## src/rtl/iirl_pkg.sv

```systemverilog
`default_nettype none

package iirl_pkg;

    localparam int CAPACITY_DEF   = 16;
    localparam int DATA_WIDTH_DEF = 32;

    localparam int CMD_W = 2;
    localparam int POS_W = 5;
    localparam int VAL_W = 32;
    localparam int CNT_W = 5;
    localparam int ST_W  = 2;

    localparam int Q_DEPTH = 2;

    typedef enum logic [CMD_W-1:0] {
        CMD_INSERT = 2'd0,
        CMD_REMOVE = 2'd1,
        CMD_GET    = 2'd2,
        CMD_SET    = 2'd3
    } cmd_t;

    typedef enum logic [ST_W-1:0] {
        ST_OK    = 2'd0,
        ST_RANGE = 2'd1,
        ST_FULL  = 2'd2
    } status_t;

    typedef enum logic [2:0] {
        OP_NONE,
        OP_INSERT,
        OP_REMOVE,
        OP_READ,
        OP_WRITE
    } back_op_t;

    typedef struct packed {
        back_op_t          op;
        logic [POS_W-1:0]  pos;
        logic [VAL_W-1:0]  value;
        logic [CNT_W-1:0]  count;
        status_t           status;
    } queue_word_t;

endpackage

`default_nettype wire

```

## src/rtl/iirl_if.sv

```systemverilog
`default_nettype none

interface iirl_cmd_if;
    logic                       valid;
    logic                       ready;
    logic [iirl_pkg::CMD_W-1:0] command;
    logic [iirl_pkg::POS_W-1:0] position;
    logic [iirl_pkg::VAL_W-1:0] item_value;

    modport source (output valid, command, position, item_value, input ready);
    modport sink   (input valid, command, position, item_value, output ready);
endinterface

interface iirl_rsp_if;
    logic                       valid;
    logic                       ready;
    logic [iirl_pkg::VAL_W-1:0] old_value;
    logic [iirl_pkg::CNT_W-1:0] entry_count;
    logic [iirl_pkg::ST_W-1:0]  status;

    modport source (output valid, old_value, entry_count, status, input ready);
    modport sink   (input valid, old_value, entry_count, status, output ready);
endinterface

`default_nettype wire

```

## src/rtl/indexed_insert_remove_list.sv

```systemverilog
// Response path: an accepted command word is written into the queue, then popped
// into the response register, from which the response side takes it.
// Throughput: one command word per cycle while responses are taken; the shift
// row moves all entries at and above a command's position at once.
// A stalled response fills the 2-word queue, then the command side stalls.
// Reset: entry count cleared, queue and response register empty; entry
// contents are undefined until written.
`default_nettype none

module indexed_insert_remove_list #(
    parameter int CAPACITY   = iirl_pkg::CAPACITY_DEF,
    parameter int DATA_WIDTH = iirl_pkg::DATA_WIDTH_DEF
) (
    input  wire logic  clk,
    input  wire logic  rst_n,
    iirl_cmd_if.sink   cmd,
    iirl_rsp_if.source rsp
);
    import iirl_pkg::*;

    queue_word_t push_word;
    queue_word_t head_word;
    logic        q_push;
    logic        q_pop;
    logic        q_full;
    logic        q_valid;

    iirl_front #(
        .CAPACITY (CAPACITY)
    ) u_front (
        .clk    (clk),
        .rst_n  (rst_n),
        .cmd    (cmd),
        .q_push (q_push),
        .q_data (push_word),
        .q_full (q_full)
    );

    iirl_queue u_queue (
        .clk   (clk),
        .rst_n (rst_n),
        .push  (q_push),
        .din   (push_word),
        .full  (q_full),
        .valid (q_valid),
        .dout  (head_word),
        .pop   (q_pop)
    );

    iirl_back #(
        .CAPACITY   (CAPACITY),
        .DATA_WIDTH (DATA_WIDTH)
    ) u_back (
        .clk     (clk),
        .rst_n   (rst_n),
        .q_valid (q_valid),
        .q_data  (head_word),
        .q_pop   (q_pop),
        .rsp     (rsp)
    );

endmodule

`default_nettype wire

```

## src/rtl/iirl_front.sv

```systemverilog
`default_nettype none

module iirl_front #(
    parameter int CAPACITY = iirl_pkg::CAPACITY_DEF
) (
    input  wire logic                  clk,
    input  wire logic                  rst_n,
    iirl_cmd_if.sink                   cmd,
    output logic                       q_push,
    output iirl_pkg::queue_word_t      q_data,
    input  wire logic                  q_full
);
    import iirl_pkg::*;

    localparam int CNT_IW = $clog2(CAPACITY + 1);
    localparam int CMP_W  = (CNT_IW > POS_W) ? CNT_IW : POS_W;

    logic [CNT_IW-1:0] cnt_reg;
    logic [CNT_IW-1:0] cnt_next;
    logic [CMP_W-1:0]  pos_x;
    logic [CMP_W-1:0]  cnt_x;
    logic              is_full;
    logic              accept;

    assign cmd.ready = !q_full;
    assign accept    = cmd.valid && !q_full;
    assign q_push    = accept;

    always_comb
    begin
        pos_x         = CMP_W'(cmd.position);
        cnt_x         = CMP_W'(cnt_reg);
        is_full       = (cnt_reg == CNT_IW'(CAPACITY));
        cnt_next      = cnt_reg;
        q_data.op     = OP_NONE;
        q_data.status = ST_OK;
        q_data.pos    = cmd.position;
        q_data.value  = cmd.item_value;
        case (cmd_t'(cmd.command))
            CMD_INSERT:
            begin
                if (pos_x > cnt_x)
                    q_data.status = ST_RANGE;
                else if (is_full)
                    q_data.status = ST_FULL;
                else
                begin
                    q_data.op = OP_INSERT;
                    cnt_next  = cnt_reg + 1'b1;
                end
            end
            CMD_REMOVE:
            begin
                if (pos_x >= cnt_x)
                    q_data.status = ST_RANGE;
                else
                begin
                    q_data.op = OP_REMOVE;
                    cnt_next  = cnt_reg - 1'b1;
                end
            end
            CMD_GET:
            begin
                if (pos_x >= cnt_x)
                    q_data.status = ST_RANGE;
                else
                    q_data.op = OP_READ;
            end
            CMD_SET:
            begin
                if (pos_x > cnt_x)
                    q_data.status = ST_RANGE;
                else if (pos_x < cnt_x)
                    q_data.op = OP_WRITE;
                else if (is_full)
                    q_data.status = ST_FULL;
                else
                begin
                    q_data.op = OP_INSERT;
                    cnt_next  = cnt_reg + 1'b1;
                end
            end
            default:
            begin
                q_data.op = OP_NONE;
            end
        endcase
        q_data.count = CNT_W'(cnt_next);
    end

    always_ff @(posedge clk or negedge rst_n)
    begin
        if (!rst_n)
            cnt_reg <= '0;
        else if (accept)
            cnt_reg <= cnt_next;
    end

`ifndef SYNTHESIS
    a_cnt_bound: assert property (@(posedge clk) disable iff (!rst_n)
        cnt_reg <= CNT_IW'(CAPACITY))
        else $error("entry count above capacity");

    a_reject_keeps_cnt: assert property (@(posedge clk) disable iff (!rst_n)
        accept && q_data.status != ST_OK |=> $stable(cnt_reg))
        else $error("rejected word changed the count");

    a_remove_dec: assert property (@(posedge clk) disable iff (!rst_n)
        accept && q_data.op == OP_REMOVE |=> cnt_reg == $past(cnt_reg) - 1'b1)
        else $error("remove did not decrement the count");
`endif

endmodule

`default_nettype wire

```

## src/rtl/iirl_queue.sv

```systemverilog
`default_nettype none

module iirl_queue (
    input  wire logic                  clk,
    input  wire logic                  rst_n,
    input  wire logic                  push,
    input  wire iirl_pkg::queue_word_t din,
    output logic                       full,
    output logic                       valid,
    output iirl_pkg::queue_word_t      dout,
    input  wire logic                  pop
);
    import iirl_pkg::*;

    localparam int PTR_W = (Q_DEPTH > 1) ? $clog2(Q_DEPTH) : 1;
    localparam int OCC_W = $clog2(Q_DEPTH + 1);

    queue_word_t      slot_reg [Q_DEPTH];
    logic [PTR_W-1:0] wr_ptr_reg;
    logic [PTR_W-1:0] rd_ptr_reg;
    logic [OCC_W-1:0] occ_reg;

    assign full  = (occ_reg == OCC_W'(Q_DEPTH));
    assign valid = (occ_reg != '0);
    assign dout  = slot_reg[rd_ptr_reg];

    always_ff @(posedge clk)
    begin
        if (push)
            slot_reg[wr_ptr_reg] <= din;
    end

    always_ff @(posedge clk or negedge rst_n)
    begin
        if (!rst_n)
        begin
            wr_ptr_reg <= '0;
            rd_ptr_reg <= '0;
            occ_reg    <= '0;
        end
        else
        begin
            if (push)
                wr_ptr_reg <= (wr_ptr_reg == PTR_W'(Q_DEPTH - 1)) ? '0 : wr_ptr_reg + 1'b1;
            if (pop)
                rd_ptr_reg <= (rd_ptr_reg == PTR_W'(Q_DEPTH - 1)) ? '0 : rd_ptr_reg + 1'b1;
            if (push && !pop)
                occ_reg <= occ_reg + 1'b1;
            else if (pop && !push)
                occ_reg <= occ_reg - 1'b1;
        end
    end

endmodule

`default_nettype wire

```

## src/rtl/iirl_back.sv

```systemverilog
`default_nettype none

module iirl_back #(
    parameter int CAPACITY   = iirl_pkg::CAPACITY_DEF,
    parameter int DATA_WIDTH = iirl_pkg::DATA_WIDTH_DEF
) (
    input  wire logic                  clk,
    input  wire logic                  rst_n,
    input  wire logic                  q_valid,
    input  wire iirl_pkg::queue_word_t q_data,
    output logic                       q_pop,
    iirl_rsp_if.source                 rsp
);
    import iirl_pkg::*;

    logic [DATA_WIDTH-1:0] cells_reg  [CAPACITY];
    logic [DATA_WIDTH-1:0] cells_next [CAPACITY];
    logic [DATA_WIDTH-1:0] wr_val;
    logic [DATA_WIDTH-1:0] rd_val;
    logic [VAL_W-1:0]      old_next;

    logic                  rsp_valid_reg;
    logic [VAL_W-1:0]      old_reg;
    logic [CNT_W-1:0]      count_reg;
    status_t               status_reg;

    assign q_pop  = q_valid && (!rsp_valid_reg || rsp.ready);
    assign wr_val = DATA_WIDTH'(q_data.value);

    always_comb
    begin
        rd_val = '0;
        for (int i = 0; i < CAPACITY; i++)
        begin
            if (i == int'(q_data.pos))
                rd_val = cells_reg[i];
        end
    end

    // next row: insert and remove shift the entries at and above the position at once
    always_comb
    begin
        for (int i = 0; i < CAPACITY; i++)
            cells_next[i] = cells_reg[i];
        case (q_data.op)
            OP_INSERT:
            begin
                for (int i = 1; i < CAPACITY; i++)
                begin
                    if (i > int'(q_data.pos))
                        cells_next[i] = cells_reg[i-1];
                end
                for (int i = 0; i < CAPACITY; i++)
                begin
                    if (i == int'(q_data.pos))
                        cells_next[i] = wr_val;
                end
            end
            OP_REMOVE:
            begin
                for (int i = 0; i < CAPACITY - 1; i++)
                begin
                    if (i >= int'(q_data.pos))
                        cells_next[i] = cells_reg[i+1];
                end
            end
            OP_WRITE:
            begin
                for (int i = 0; i < CAPACITY; i++)
                begin
                    if (i == int'(q_data.pos))
                        cells_next[i] = wr_val;
                end
            end
            default:
            begin
                for (int i = 0; i < CAPACITY; i++)
                    cells_next[i] = cells_reg[i];
            end
        endcase
    end

    always_comb
    begin
        case (q_data.op)
            OP_REMOVE, OP_READ, OP_WRITE: old_next = VAL_W'(rd_val);
            default:                      old_next = '0;
        endcase
    end

    always_ff @(posedge clk)
    begin
        if (q_pop)
        begin
            for (int i = 0; i < CAPACITY; i++)
                cells_reg[i] <= cells_next[i];
            old_reg    <= old_next;
            count_reg  <= q_data.count;
            status_reg <= q_data.status;
        end
    end

    always_ff @(posedge clk or negedge rst_n)
    begin
        if (!rst_n)
            rsp_valid_reg <= 1'b0;
        else if (q_pop)
            rsp_valid_reg <= 1'b1;
        else if (rsp.ready)
            rsp_valid_reg <= 1'b0;
    end

    assign rsp.valid       = rsp_valid_reg;
    assign rsp.old_value   = old_reg;
    assign rsp.entry_count = count_reg;
    assign rsp.status      = status_reg;

endmodule

`default_nettype wire
```

## src/flat_wrapper.sv

```systemverilog
// flat-port wrapper written by rule: the top's interface ports become plain ports
module indexed_insert_remove_list_flat import iirl_pkg::*;
#(
    parameter int CAPACITY   = iirl_pkg::CAPACITY_DEF,
    parameter int DATA_WIDTH = iirl_pkg::DATA_WIDTH_DEF
)
  (clk, rst_n, cmd_valid, cmd_command, cmd_position, cmd_item_value, cmd_ready, rsp_valid, rsp_old_value, rsp_entry_count, rsp_status, rsp_ready);
  iirl_cmd_if cmd_i ();
  iirl_rsp_if rsp_i ();
  input  wire logic clk;
  input  wire logic rst_n;
  input wire logic [$bits(cmd_i.valid)-1:0] cmd_valid;
  input wire logic [$bits(cmd_i.command)-1:0] cmd_command;
  input wire logic [$bits(cmd_i.position)-1:0] cmd_position;
  input wire logic [$bits(cmd_i.item_value)-1:0] cmd_item_value;
  output wire logic [$bits(cmd_i.ready)-1:0] cmd_ready;
  output wire logic [$bits(rsp_i.valid)-1:0] rsp_valid;
  output wire logic [$bits(rsp_i.old_value)-1:0] rsp_old_value;
  output wire logic [$bits(rsp_i.entry_count)-1:0] rsp_entry_count;
  output wire logic [$bits(rsp_i.status)-1:0] rsp_status;
  input wire logic [$bits(rsp_i.ready)-1:0] rsp_ready;
  assign cmd_i.valid = cmd_valid;
  assign cmd_i.command = cmd_command;
  assign cmd_i.position = cmd_position;
  assign cmd_i.item_value = cmd_item_value;
  assign cmd_ready = cmd_i.ready;
  assign rsp_valid = rsp_i.valid;
  assign rsp_old_value = rsp_i.old_value;
  assign rsp_entry_count = rsp_i.entry_count;
  assign rsp_status = rsp_i.status;
  assign rsp_i.ready = rsp_ready;
  indexed_insert_remove_list #(.CAPACITY(CAPACITY), .DATA_WIDTH(DATA_WIDTH)) u_core (.clk(clk), .rst_n(rst_n), .cmd(cmd_i), .rsp(rsp_i));
endmodule
```

## config.mk

```make
export PLATFORM = sky130hd
export DESIGN_NAME = indexed_insert_remove_list_flat
export DESIGN_NICKNAME = d
export VERILOG_FILES = /design/src/rtl/iirl_pkg.sv /design/src/rtl/iirl_if.sv /design/src/rtl/indexed_insert_remove_list.sv /design/src/rtl/iirl_front.sv /design/src/rtl/iirl_queue.sv /design/src/rtl/iirl_back.sv /design/src/flat_wrapper.sv
export SDC_FILE = /design/constraint.sdc
export NUM_CORES = 2
export LEC_CHECK = 0
export ABC_AREA = 1
export BUFFER_PORTS_ARGS = -buffer_cell sky130_fd_sc_hd__clkbuf_2
export CORE_MARGIN = 3
export CORE_UTILIZATION = 54
export DETAILED_ROUTE_END_ITERATION = 16
export GPL_TIMING_DRIVEN = 0
export PLACE_DENSITY = 0.7
export SKIP_LAST_GASP = 1
export SLEW_MARGIN = 20
export SYNTH_ARGS = -nofsm -noshare
export SYNTH_HDL_FRONTEND = slang
export SYNTH_SLANG_ARGS = --single-unit
```

## constraint.sdc

```tcl
create_clock -name clk -period 17.9 [get_ports clk]
set_input_delay 5.37 -clock clk [delete_from_list [all_inputs] [get_ports clk]]
set_output_delay 5.37 -clock clk [all_outputs]
set_load 0.01 [all_outputs]
```

==> impl_metrics.yaml <==
status:
  status: "finished, final reports clean"
critical_path:
  path_buf_inv: 8
  worstPathMaxFanout: 13
  crit_path_frequent_cell: "buf_2"
  critPathLaunchType: "input port"
  crit_family: "buffers and inverters"
  slowest_delay_ps: 760
  cp_data_arrival_time_ps: 8200
  crit_chain: "clkbuf_2, nor2_1, a21oi_4, buf_16, inv_1, a2111oi_2, buf_2, buf_2, buf_4, buf_2, buf_2"
  worst_setup_path_end_kind: "flop"
  critical_path_class: "input port to flop"
  crit_slowest_cell: "a2111oi_2"
  critPathRequiredTime_ps: 18240
grt:
  grt_max_degree: 26
  antenna_found_initial: 5
  gr-total-overflow: 0
  grt_usage: 0.468
  grt_pass1_wl_um: 241000
  grt_pass1_vias: 35700
timing:
  fin_skew_ps: 39.7
  fmax_mhz: 127
  min_period_over_period: 0.439
  rsz0062_at_grt: "false"
  tightest_slew_ps: 1340
  setup_viol: 0
  hold_viol_final: 0
  fin_crit_ps: 7870
  holdWs_ps: 482
  max_slew_margin: 0.107
  slew_viol_final: 0
finish:
  fillers: 5952
  post-route-util: 0.619
  finalNetCount: 4456
  largest_register_ffs: 512
  multi_input_area_um2: 14500
  regArea_um2: 19600
  final_layout_size_suffix_gt1_frac: 0.104
  final_common_cell: "nand2_1"
  final_cell_mix: "nand2_1, edfxtp_1, o211ai_1"
  syn_to_final_growth_pct: 13.0
drt:
  drtIter0Drc: 6393
  routed_wl_um: 171000
  ant_nets: 0
  routedWlPerCell_um: 32.1
  vias_per_cell: 6.98
  dr.pass1.iters: 7
  drcViolationCount: 0
  vias: 37200
power:
  pwr_density_cell_nw_per_um2: 236
  p_total_uw: 9860
  vdd_drop_max_mv: 0.142
  leakage_uw: 0.0155
synthesis:
  ys_seq_area_frac: 0.530
  synth-edff-count: 645
  syn_inst: 4201
  yosys_register_bits: 655
  synth_ff_type: "edfxtp_1"
  synth_cell_type_count: 41
  yosys_warnings: 0
  async_reset_ff_frac: 0.0153
  syn_avg_cell_area_um2: 8.81
  synth_nets: 4257
  syn_area_um2: 37000
floorplan:
  ios: 84
  start_util: 0.548
  design.die.area_um2: 71700
  num_rows: 95
  die_height_um: 268
  die_w_um: 268
  core_area_um2: 67500
clock_tree:
  numClockSinks: 655
  cts_tree: "yes"
  ctsResizeCount: 0
  numCtsBuffers: 74
  htreeDepth: 3
  cts-root-buf: "clkbuf_16"
  hold_buffers: 0
  clock_path_buffers: 3
  clk_pin_slew_ps: 60
  post_cts_buffers: 0
  worstSkewPairLatency_ps: 660
placed_design:
  gp_congestion: 1.07
  numPortBuffers: 83
  dpl.hpwl_um: 130000
run:
  drv_cap: 0
hold_path:
  hold_class: "flop to flop"
## metrics by stage
stage / instances / worst slack [ps] / instance area (um2) / setup TNS, ps
after floorplan: 4201 / 4420 / 37000 / 0
after global placement: 5157 / -1400 / 38500 / -44710
after detailed placement: 5197 / 9390 / 39400 / 0
after CTS: 5329 / 10040 / 41800 / 0
after global routing: 5329 / 9910 / 41800 / 0
final: 5334 / 10030 / 41800 / 0
## worst paths after layout
kind | slack (ps) | cells past startpoint | endpoint | start
max | 10030 | 11 | u_core.u_back.cells_reg[1][232] | rsp_ready
min | 480 | 1 | u_core.u_queue.occ_reg[0] | u_core.u_queue.occ_reg[0]
max reg2reg | 12970 | 16 | u_core.u_back.cells_reg[1][232] | u_core.u_queue.rd_ptr_reg
min reg2reg | 480 | 1 | u_core.u_queue.occ_reg[0] | u_core.u_queue.occ_reg[0]
max in group asynchronous | 13100 | 1 | u_core.u_front.cnt_reg[4] | rst_n
min in group asynchronous | 4580 | 1 | u_core.u_queue.occ_reg[1] | rst_n
## cell type report
type | instances | share of cell area
flip-flops and latches | 655 | 0.469
diodes | 5 | 0.000299
multi-input cells | 2772 | 0.347
repair buffers | 123 | 0.0249
inverters | 409 | 0.0368
plain buffers | 365 | 0.0386
clock inverters | 46 | 0.0111
well taps | 873 | 0.0261
clock buffers | 86 | 0.0459
## Yosys cell counts, types with 10 or more instances
library cell	n	area share
buf_2	129	0.017
nand2_1	1112	0.11
inv_2	10	0.0010
nor3_1	23	0.0031
edfxtp_1	645	0.52
o21ai_1	23	0.0031
or2_2	21	0.0035
nand4_1	62	0.010
o22ai_1	50	0.0084
a21oi_1	74	0.010
dfrtp_1	10	0.0068
nor2_1	196	0.020
buf_4	10	0.0020
or2_1	12	0.0020
o21ai_0	268	0.036
clkbuf_1	203	0.021
o221ai_1	120	0.028
nand3_1	307	0.042
o211ai_1	438	0.089
ha_1	13	0.0044
inv_1	396	0.040
mux2i_1	15	0.0041
buf_1	19	0.0019
## where the power goes
| part | switching [uW] | internal (uW) |
|---|---|---|
| Clock | 686 | 886 |
| Sequential | 406 | 2780 |
| Combinational | 3740 | 1360 |
| Total | 4830 | 5030 |
## cell families (layout without fill, tap and decap cells)
| family | after synthesis | after routing | synth area share |
|---|---|---|---|
| and+or+nand+nor | 1746 | 1746 | 0.196 |
| AOI/OAI and AO/OA | 993 | 993 | 0.180 |
| buffers and inverters | 774 | 1029 | 0.0847 |
| DFF | 655 | 655 | 0.530 |
| muxes | 15 | 15 | 0.00406 |
| adders and majority gates | 13 | 13 | 0.00439 |
| xor gates and xnor gates | 5 | 5 | 0.00118 |
| other | 0 | 5 | 0 |
## per-layer routing
layer	vias to the layer above	global-route usage	wire, um
li1	15300	-	-
met1	17800	0.582	59100
met2	3336	0.690	72200
met3	790	0.154	25000
met4	4	0.336	15200
met5	-	0	26
## worst register-to-register path, stage by stage (launching register included)
cell       delay (ps)
dfrtp_1           340
buf_6             250
inv_4              90
or2_1             210
o21ai_1           120
inv_2              80
nor3_4            820
inv_2             210
buf_2             360
nand2_1           130
inv_1             120
a2111oi_2         690
buf_2             330
buf_2             220
buf_4             190
buf_2             220
buf_2             240
No activity file was read; power rests on OpenSTA's default activity.
